File: src/design/smx_pkg.sv
// Package: opcodes, error codes, sizes and sequencer states for the stack machine core.
package smx_pkg;
    localparam int STACK_DEPTH = 256;
    localparam int SP_W = $clog2(STACK_DEPTH) + 1;
    localparam int ADDR_W = $clog2(STACK_DEPTH);
    localparam int PC_W = 17;

    typedef enum logic [4:0] {
        OP_PUSH = 5'd0, OP_POP = 5'd1, OP_PUSHR = 5'd2, OP_POPR = 5'd3,
        OP_ADD = 5'd4, OP_SUB = 5'd5, OP_MUL = 5'd6, OP_DIV = 5'd7,
        OP_OUT = 5'd8, OP_IN = 5'd9, OP_JMP = 5'd10, OP_JEQ = 5'd11,
        OP_JNE = 5'd12, OP_JA = 5'd13, OP_JAE = 5'd14, OP_JB = 5'd15,
        OP_JBE = 5'd16, OP_RET = 5'd17
    } t_op;

    typedef enum logic [2:0] {
        ERR_OK = 3'd0, ERR_UNDER = 3'd1, ERR_OVER = 3'd2,
        ERR_DIVZ = 3'd3, ERR_JUMP = 3'd4
    } t_err;

    typedef enum logic [2:0] {
        ST_IDLE, ST_RDA, ST_RDB, ST_EXEC, ST_ALU, ST_DONE, ST_OUT
    } t_state;

    typedef enum logic [1:0] {
        ALU_MUL, ALU_DIV
    } t_alu_op;

    typedef struct packed {
        logic    start;
        t_alu_op op;
    } t_alu_ctl;

    localparam logic [2:0] REG_PC = 3'd4;
    localparam logic [1:0] PADDR_PROGLEN = 2'd0;
endpackage

File: src/design/smx_alu.sv
// Shared iterative unit: shift-add multiply and restoring signed divide, one bit per cycle.
module smx_alu
    import smx_pkg::*;
(
    input  logic        i_clk,
    input  logic        i_rst_n,
    input  t_alu_ctl    i_ctl,
    input  logic [63:0] i_a,
    input  logic [63:0] i_b,
    output logic        o_done,
    output logic [63:0] o_result
);
    logic        r_busy, n_busy;
    logic [6:0]  r_cnt, n_cnt;
    t_alu_op     r_op, n_op;
    logic [63:0] r_acc, n_acc;
    logic [63:0] r_x, n_x;
    logic [63:0] r_y, n_y;
    logic        r_neg, n_neg;
    logic [64:0] w_trial;
    logic [63:0] w_rem;

    assign w_rem   = {r_acc[62:0], r_x[63]};
    assign w_trial = {1'b0, w_rem} - {1'b0, r_y};

    always_comb begin
        n_busy = r_busy;
        n_cnt  = r_cnt;
        n_op   = r_op;
        n_acc  = r_acc;
        n_x    = r_x;
        n_y    = r_y;
        n_neg  = r_neg;
        if (i_ctl.start) begin
            n_busy = 1'b1;
            n_cnt  = 7'd0;
            n_op   = i_ctl.op;
            n_acc  = '0;
            if (i_ctl.op == ALU_MUL) begin
                n_x   = i_a;
                n_y   = i_b;
                n_neg = 1'b0;
            end else begin
                n_x   = i_a[63] ? (64'd0 - i_a) : i_a;
                n_y   = i_b[63] ? (64'd0 - i_b) : i_b;
                n_neg = i_a[63] ^ i_b[63];
            end
        end else if (r_busy) begin
            if (r_cnt == 7'd64) begin
                n_busy = 1'b0;
            end else begin
                n_cnt = r_cnt + 7'd1;
                if (r_op == ALU_MUL) begin
                    if (r_x[0]) begin
                        n_acc = r_acc + r_y;
                    end
                    n_x = r_x >> 1;
                    n_y = r_y << 1;
                end else begin
                    if (!w_trial[64]) begin
                        n_acc = w_trial[63:0];
                        n_x   = {r_x[62:0], 1'b1};
                    end else begin
                        n_acc = w_rem;
                        n_x   = {r_x[62:0], 1'b0};
                    end
                end
            end
        end
    end

    always_ff @(posedge i_clk) begin
        if (!i_rst_n) begin
            r_busy <= 1'b0;
            r_cnt  <= '0;
        end else begin
            r_busy <= n_busy;
            r_cnt  <= n_cnt;
        end
        r_op  <= n_op;
        r_acc <= n_acc;
        r_x   <= n_x;
        r_y   <= n_y;
        r_neg <= n_neg;
    end

    assign o_done   = r_busy && (r_cnt == 7'd64);
    assign o_result = (r_op == ALU_MUL) ? r_acc : (r_neg ? (64'd0 - r_x) : r_x);
endmodule

File: config.mk
export PLATFORM = sky130hd
export DESIGN_NAME = smx_alu
export DESIGN_NICKNAME = d
export VERILOG_FILES = /design/src/design/smx_pkg.sv /design/src/design/smx_alu.sv
export SDC_FILE = /design/constraint.sdc
export NUM_CORES = 1
export LEC_CHECK = 0
export ABC_CLOCK_PERIOD_IN_PS = 7100
export BUFFER_PORTS_ARGS = -buffer_cell sky130_fd_sc_hd__buf_4
export CAP_MARGIN = 20
export CORE_MARGIN = 2
export CORE_UTILIZATION = 55
export CTS_CLUSTER_DIAMETER = 40
export DETAILED_ROUTE_END_ITERATION = 10
export PLACE_DENSITY = 0.75
export SLEW_MARGIN = 20
export SYNTH_ARGS = -nofsm -noshare
export SYNTH_HDL_FRONTEND = slang
export SYNTH_SLANG_ARGS = --single-unit
File: constraint.sdc
create_clock -name i_clk -period 7.1 [get_ports i_clk]
set_input_delay 0.355 -clock i_clk [delete_from_list [all_inputs] [get_ports i_clk]]
set_output_delay 0.355 -clock i_clk [all_outputs]
set_load 0.1 [all_outputs]
==> impl_metrics.env, run 1 <==
export IMPL_synth_cell_types=73
export IMPL_root_buffer="clkbuf_16"
export IMPL_dp_hpwl_um=55770
export IMPL_critPathKind="reg -> out"
export IMPL_ant_nets=0
export IMPL_insertion_delay_ps=590
export IMPL_final_cells=3522
export IMPL_antenna_found_initial=1
export IMPL_irDropWorstVdd_uv=309.8
export IMPL_diodes=0
export IMPL_finalSetupViolCount=0
export IMPL_ys_ff_latch=203
export IMPL_place_gp_congestion=0.9422
export IMPL_tns_ps=0
export IMPL_placed_area_sq_um=23260
export IMPL_cts_sinks=203
export IMPL_grt_setup_unrepaired="false"
export IMPL_synth_edf_count=131
export IMPL_h_tree_depth=2
export IMPL_synthArstFlopShare_pct=0
export IMPL_p_leak_nw=10.48
export IMPL_num_rows=72
export IMPL_hold_path_class="in -> reg"
export IMPL_drv_cap=0
export IMPL_finalNetCount=3236
export IMPL_vias=22320
export IMPL_grtUsageTotal_pct=35.55
export IMPL_power_density_nw_per_um2=260.8
export IMPL_clockBufferDepth=3
export IMPL_cp_arrival_ps=5740
export IMPL_power_total_mw=6.472
export IMPL_cp_max_fo=6
export IMPL_start_util_pct=55.67
export IMPL_final_cell_mix="nand2_1 (361), a21oi_1 (323), o21ai_0 (263)"
export IMPL_required_ps=6740
export IMPL_worst_slack_ps=1006
export IMPL_avgSynthCellArea_sq_um=7.502
export IMPL_worst_clock_skew_ps=34.47
export IMPL_crit_slowest_cell="or4_4"
export IMPL_drtIter0Drc=2069
export IMPL_period_share_pct=85.83
export IMPL_yosysTopAreaCellShare_pct=18.28
export IMPL_slew_violations=0
export IMPL_drive_gt1_share_pct=11.02
export IMPL_final_common_cell="nand2_1"
export IMPL_grt_max_degree=137
export IMPL_relSlewSlack_pct=36.87
export IMPL_grt_overflow=0
export IMPL_endpoint_kind="primary output"
export IMPL_synth_area_leaders="edfxtp_1 (18%), ha_1 (7.7%), a21oi_1 (7.5%)"
export IMPL_numPortBuffers=197
export IMPL_crit_chain="or4_4, or3_4, or4_4, or4_4, or2_4, or3_4, or3b_1, or3_4, or4_4, o31ai_1, xor2_1, o21ai_0, buf_4"
export IMPL_drc=0
export IMPL_worst_setup_path_start_kind="flip-flop"
export IMPL_status="finished clean"
export IMPL_wl_per_cell_um=21.18
export IMPL_synthCells=2868
export IMPL_yosysWarnings=0
export IMPL_stdcell_area_sq_um=24820
export IMPL_area_delta_synth_final_pct=15.35
export IMPL_fp_coreArea_sq_um=38650
export IMPL_worst_pin_slew_ps=939.0
export IMPL_die_h_um=201.8
export IMPL_firstDrtPassIters=6
export IMPL_syn_cell_area_sq_um=21520
export IMPL_slowest_delay_ps=560
export IMPL_synth_fp_nets=3135
export IMPL_numCtsBuffers=43
export IMPL_fmax_ghz=0.1641
export IMPL_yosys_area_top_type="edfxtp_1"
export IMPL_cts_tree="done"
export IMPL_min_period_ps=6094
export IMPL_synthFlopType="edfxtp_1"
export IMPL_routed_via_density=6.336
export IMPL_grt_pass1_vias=21240
export IMPL_place_inst=3440
export IMPL_seq_area_frac_synth_pct=24.98
export IMPL_drt_wl_total_um=74590
export IMPL_final_hold_violation_count=0
export IMPL_fillers=3516
export IMPL_die_x_um=201.8
export IMPL_grt_pass1_wl_um=116000
export IMPL_io_pin_count=198
export IMPL_place_ws_ps=1666
export IMPL_die_area_sq_um=40720
export IMPL_clkSlewWorstSetupHoldPaths_ps=60
export IMPL_critPathMostFrequentCell="or4_4"
registers in the layout, summed over array words and instances, names as in the netlist:
register  cells
r_acc        64
r_x          64
r_y          64
r_cnt         7
r_op          2
r_busy        1
r_neg         1
synth_stat cells (all sizes together) (4+ instances only):
master and n:
nand2 362, a21oi 324, o21ai 270, nor2 249, xnor2 160, clkbuf 148
xor2 143, ha 132, edfxtp 131, inv 118, mux2i 74, dfxtp 72
a21o 71, o211ai 60, nor3 45, o31ai 45, or3 42, nand3 41
a31oi 36, nand4 35, a211oi 30, o21bai 26, and3 21, nor2b 21
o41ai 21, nand2b 20, or4 20, nor4 18, and2 14, or2 13
buf 11, o221ai 10, o21a 9, a221oi 8, o22ai 8, a2111oi 5
a21boi 5, a41oi 5, nand3b 4
cell families (layout without fill, tap and decap cells):
group / count (synthesis) / in the layout / synth area share [%]
AND/OR/NAND/NOR: 909 / 909 / 19.18
adder cells (fa/ha/maj): 134 / 134 / 7.862
buffers and inverters: 277 / 413 / 4.873
flip-flops: 203 / 203 / 24.98
multiplexers: 74 / 74 / 3.443
XOR/XNOR: 303 / 303 / 12.33
AO/OA/AOI/OAI: 968 / 968 / 27.33
path summary, 6_finish.rpt:
path | cells past startpoint | slack (ps) | end | from
worst min register to register | 2 | 500 | r_cnt[1] | r_cnt[1]
worst max register to register | 15 | 1920 | r_acc[55] | r_x[63]
worst min-delay path | 2 | 20 | r_busy | i_rst_n
worst max-delay path | 13 | 1010 | o_result[59] | r_x[9]
routing by layer:
| layer | wire length (um) | up-vias | part of all wire [%] | GRT usage (%) |
|---|---|---|---|---|
| li1 | - | 10620 | - | - |
| met1 | 30700 | 10630 | 41 | 44.02 |
| met2 | 35610 | 876 | 48 | 60.76 |
| met3 | 4331 | 195 | 5.8 | 4.386 |
| met4 | 3954 | 0 | 5.3 | 18.38 |
| met5 | 0 | - | 0 | 0 |
power by group:
group / internal [mW] / switching (mW)
combinational: 0.843 / 1.86
clock: 1.37 / 0.771
sequential: 1.42 / 0.201
total: 3.64 / 2.84
through the flow:
stage / util, % / hold WS, ps
final: 64.22 / 22.38
after global routing: 64.22 / 31.64
after CTS: 64.19 / 10.19
after detailed placement: 60.18 / 484.9
after global placement: 60.18 / 475.2
after floorplan: - / 453.9
repair_timing:
item                      4_1_cts  5_1_grt
hold endpoints to repair        2        0
hold buffers                    2        0
setup buffers                   0        0
gates resized for setup         0        0
cell type report:
cell class              instances  area (sq um)  area share (%)
clock buffers                  50          1155           4.653
clock inverters                30         374.1           1.507
inverters                     118         442.9           1.785
multi-input cells            2388         15190           61.19
flip-flops and latches        203          5375           21.66
well taps                     518         648.1           2.611
repair buffers                215          1638           6.599
worst max-delay path, delay by kind of cell, from the launching register on:
family                 cells  cell delay (ps)
AO/OA/AOI/OAI              2              480
XOR/XNOR                   1               90
buffers and inverters      1              330
flip-flops                 1              470
AND/OR/NAND/NOR            9             3780
(Power assumes the default switching activity.)
==> inputs of run 2 (changes only) <==
ABC_CLOCK_PERIOD_IN_PS = 6000   (was 7100)
clock period = 6 ns   (was 7.1 ns; I/O delays follow)
==> run 2 against run 1 <==
Effect of this change:
- final cell count grew 0.28%
- routed wire length shrank 0.58%
- via count increased by 0.15%
- combinational power up 19%
- sequential cell count unchanged
- global-route usage fell by 0.41 points
- non-clock buffer count up 11
- first-iteration DRC count down 6.1%
- total power grew 18%
- clock-buffer cell count did not move
- critical path type unchanged
- largest power group unchanged
==> impl_metrics.env, run 2 (synthesis results as in run 1) <==
export IMPL_grt_max_degree=136
export IMPL_grt_pass1_vias=21200
export IMPL_root_buffer="clkbuf_16"
export IMPL_finalSetupViolCount=0
export IMPL_cp_max_fo=6
export IMPL_cp_arrival_ps=5620
export IMPL_drv_cap=0
export IMPL_antenna_found_initial=0
export IMPL_grtUsageTotal_pct=35.15
export IMPL_placed_area_sq_um=23310
export IMPL_grt_overflow=0
export IMPL_die_area_sq_um=40720
export IMPL_area_delta_synth_final_pct=15.96
export IMPL_hold_path_class="in -> reg"
export IMPL_relSlewSlack_pct=31.73
export IMPL_cts_sinks=203
export IMPL_whs_endpoint="r_x[0]"
export IMPL_fp_coreArea_sq_um=38650
export IMPL_rrSetupSlack_ps=1180
export IMPL_min_period_ps=5918
export IMPL_slowest_delay_ps=570
export IMPL_worst_path_buf_inv=1
export IMPL_critPathKind="reg -> out"
export IMPL_irDropWorstVdd_uv=335.7
export IMPL_tns_ps=0
export IMPL_reg2reg_depth=16
export IMPL_p_leak_nw=10.57
export IMPL_fmax_ghz=0.1690
export IMPL_vias=22350
export IMPL_numCtsBuffers=43
export IMPL_numPortBuffers=197
export IMPL_final_hold_violation_count=0
export IMPL_endpoint_kind="primary output"
export IMPL_slew_violations=0
export IMPL_crit_slowest_cell="or4_4"
export IMPL_status="finished clean"
export IMPL_r2r_start="r_x[63]"
export IMPL_insertion_delay_ps=570
export IMPL_die_x_um=201.8
export IMPL_worstHoldPathCells=3
export IMPL_dp_hpwl_um=55970
export IMPL_stdcell_area_sq_um=24950
export IMPL_clockBufferDepth=3
export IMPL_drc=0
export IMPL_power_total_mw=7.625
export IMPL_place_ws_ps=623.3
export IMPL_worst_setup_path_start_kind="flip-flop"
export IMPL_worst_slack_ps=81.55
export IMPL_cts_tree="done"
export IMPL_worst_clock_skew_ps=28.53
export IMPL_diodes=0
export IMPL_grt_pass1_wl_um=114300
export IMPL_period_share_pct=98.64
export IMPL_num_rows=72
export IMPL_finalNetCount=3247
export IMPL_crit_chain="or4_4, or3_4, or4_4, or4_4, or2_4, or3_4, or3b_4, or3_4, or4_4, o31ai_1, xor2_1, o21ai_2, buf_8"
export IMPL_drtIter0Drc=1942
export IMPL_place_gp_congestion=0.9548
export IMPL_ant_nets=0
export IMPL_largest_registers="r_acc x64, r_x x64, r_y x64"
export IMPL_io_pin_count=198
export IMPL_drt_wl_total_um=74160
export IMPL_drive_gt1_share_pct=11.38
export IMPL_firstDrtPassIters=6
export IMPL_h_tree_depth=2
export IMPL_path_delay_family="simple AND/OR/NAND/NOR gates"
export IMPL_final_cell_mix="nand2_1 (361), a21oi_1 (322), o21ai_0 (256)"
export IMPL_hold_start="i_a[0]"
export IMPL_final_common_cell="nand2_1"
export IMPL_clkSlewWorstSetupHoldPaths_ps=50
export IMPL_power_density_nw_per_um2=305.6
export IMPL_worst_pin_slew_ps=1020
export IMPL_required_ps=5700
export IMPL_routed_via_density=6.328
export IMPL_start_util_pct=55.67
export IMPL_die_h_um=201.8
export IMPL_wl_per_cell_um=21.00
export IMPL_r2r_end="r_acc[11]"
export IMPL_critPathMostFrequentCell="or4_4"
export IMPL_grt_setup_unrepaired="true"
==> run 2: cell count changes in the layout (fill, tap and decap cells not counted), moves of 2 or more <==
cell | previous run | this run
o21ai_0 | 263 | 256
clkinvlp_4 | 7 | 2
buf_12 | 1 | 3
o21ai_2 | 0 | 4
clkinv_1 | 0 | 5
inv_4 | 2 | 0
buf_6 | 0 | 3
clkinv_4 | 7 | 4
o21ai_1 | 3 | 6
clkinv_2 | 2 | 9
inv_6 | 4 | 2
buf_4 | 211 | 215
==> run 2: metrics by stage <==
stage          util (%)  std cells  hold slack, ps
4_1_cts           64.27       3527           82.23
3_3_place_gp      60.32       3445           475.3
5_1_grt           64.56       3532           148.8
3_5_place_dp      60.32       3445           484.5
2_1_floorplan         -       2868           398.9
6_report          64.56       3532           98.90
==> run 2: cell type report <==
| class | count | area [sq um] |
|---|---|---|
| inverters | 118 | 442.9 |
| clock inverters | 29 | 327.8 |
| clock buffers | 50 | 1165 |
| multi-input cells | 2388 | 15220 |
| well taps | 518 | 648.1 |
| flip-flops and latches | 203 | 5375 |
| repair buffers | 226 | 1767 |
| fillers | 3542 | 13700 |
==> run 2: metal layers <==
metal	wire [um]	track usage (%)	vias up
li1	-	-	10650
met1	30420	44.08	10590
met2	35080	59.09	903
met3	4534	3.902	207
met4	4119	19.51	0
met5	0	0	-
==> run 2: worst max path at each step <==
| stage | end | from | cells past startpoint | slack [ps] |
|---|---|---|---|---|
| global route | o_result[57] | r_x[9] | 13 | -40 |
| global placement | o_result[59] | r_x[10] | 13 | 740 |
| floorplan | o_result[59] | r_x[10] | 13 | -90 |
| finish | o_result[57] | r_x[10] | 13 | 80 |
| detailed placement | o_result[55] | r_x[10] | 13 | 620 |
| CTS | o_result[55] | r_x[10] | 13 | 30 |
==> run 2: power by group <==
part	leakage (nW)	switching (mW)	internal, mW
Clock	0.733	0.824	1.64
Combinational	7.94	2.21	1.02
Sequential	1.89	0.244	1.68
Total	10.6	3.27	4.35
==> run 2: tightest hold or removal path, stage by stage <==
cell	delay (ps)
buf_4	110
nand2_1	70
o21ai_0	80
==> run 2: repair_timing <==
action,4_1_cts,5_1_grt
setup buffers,0,5
pin swaps,0,1
gates resized for setup,1,14
endpoints found under the setup margin,1,6
hold buffers,3,0
hold endpoints to repair,3,0
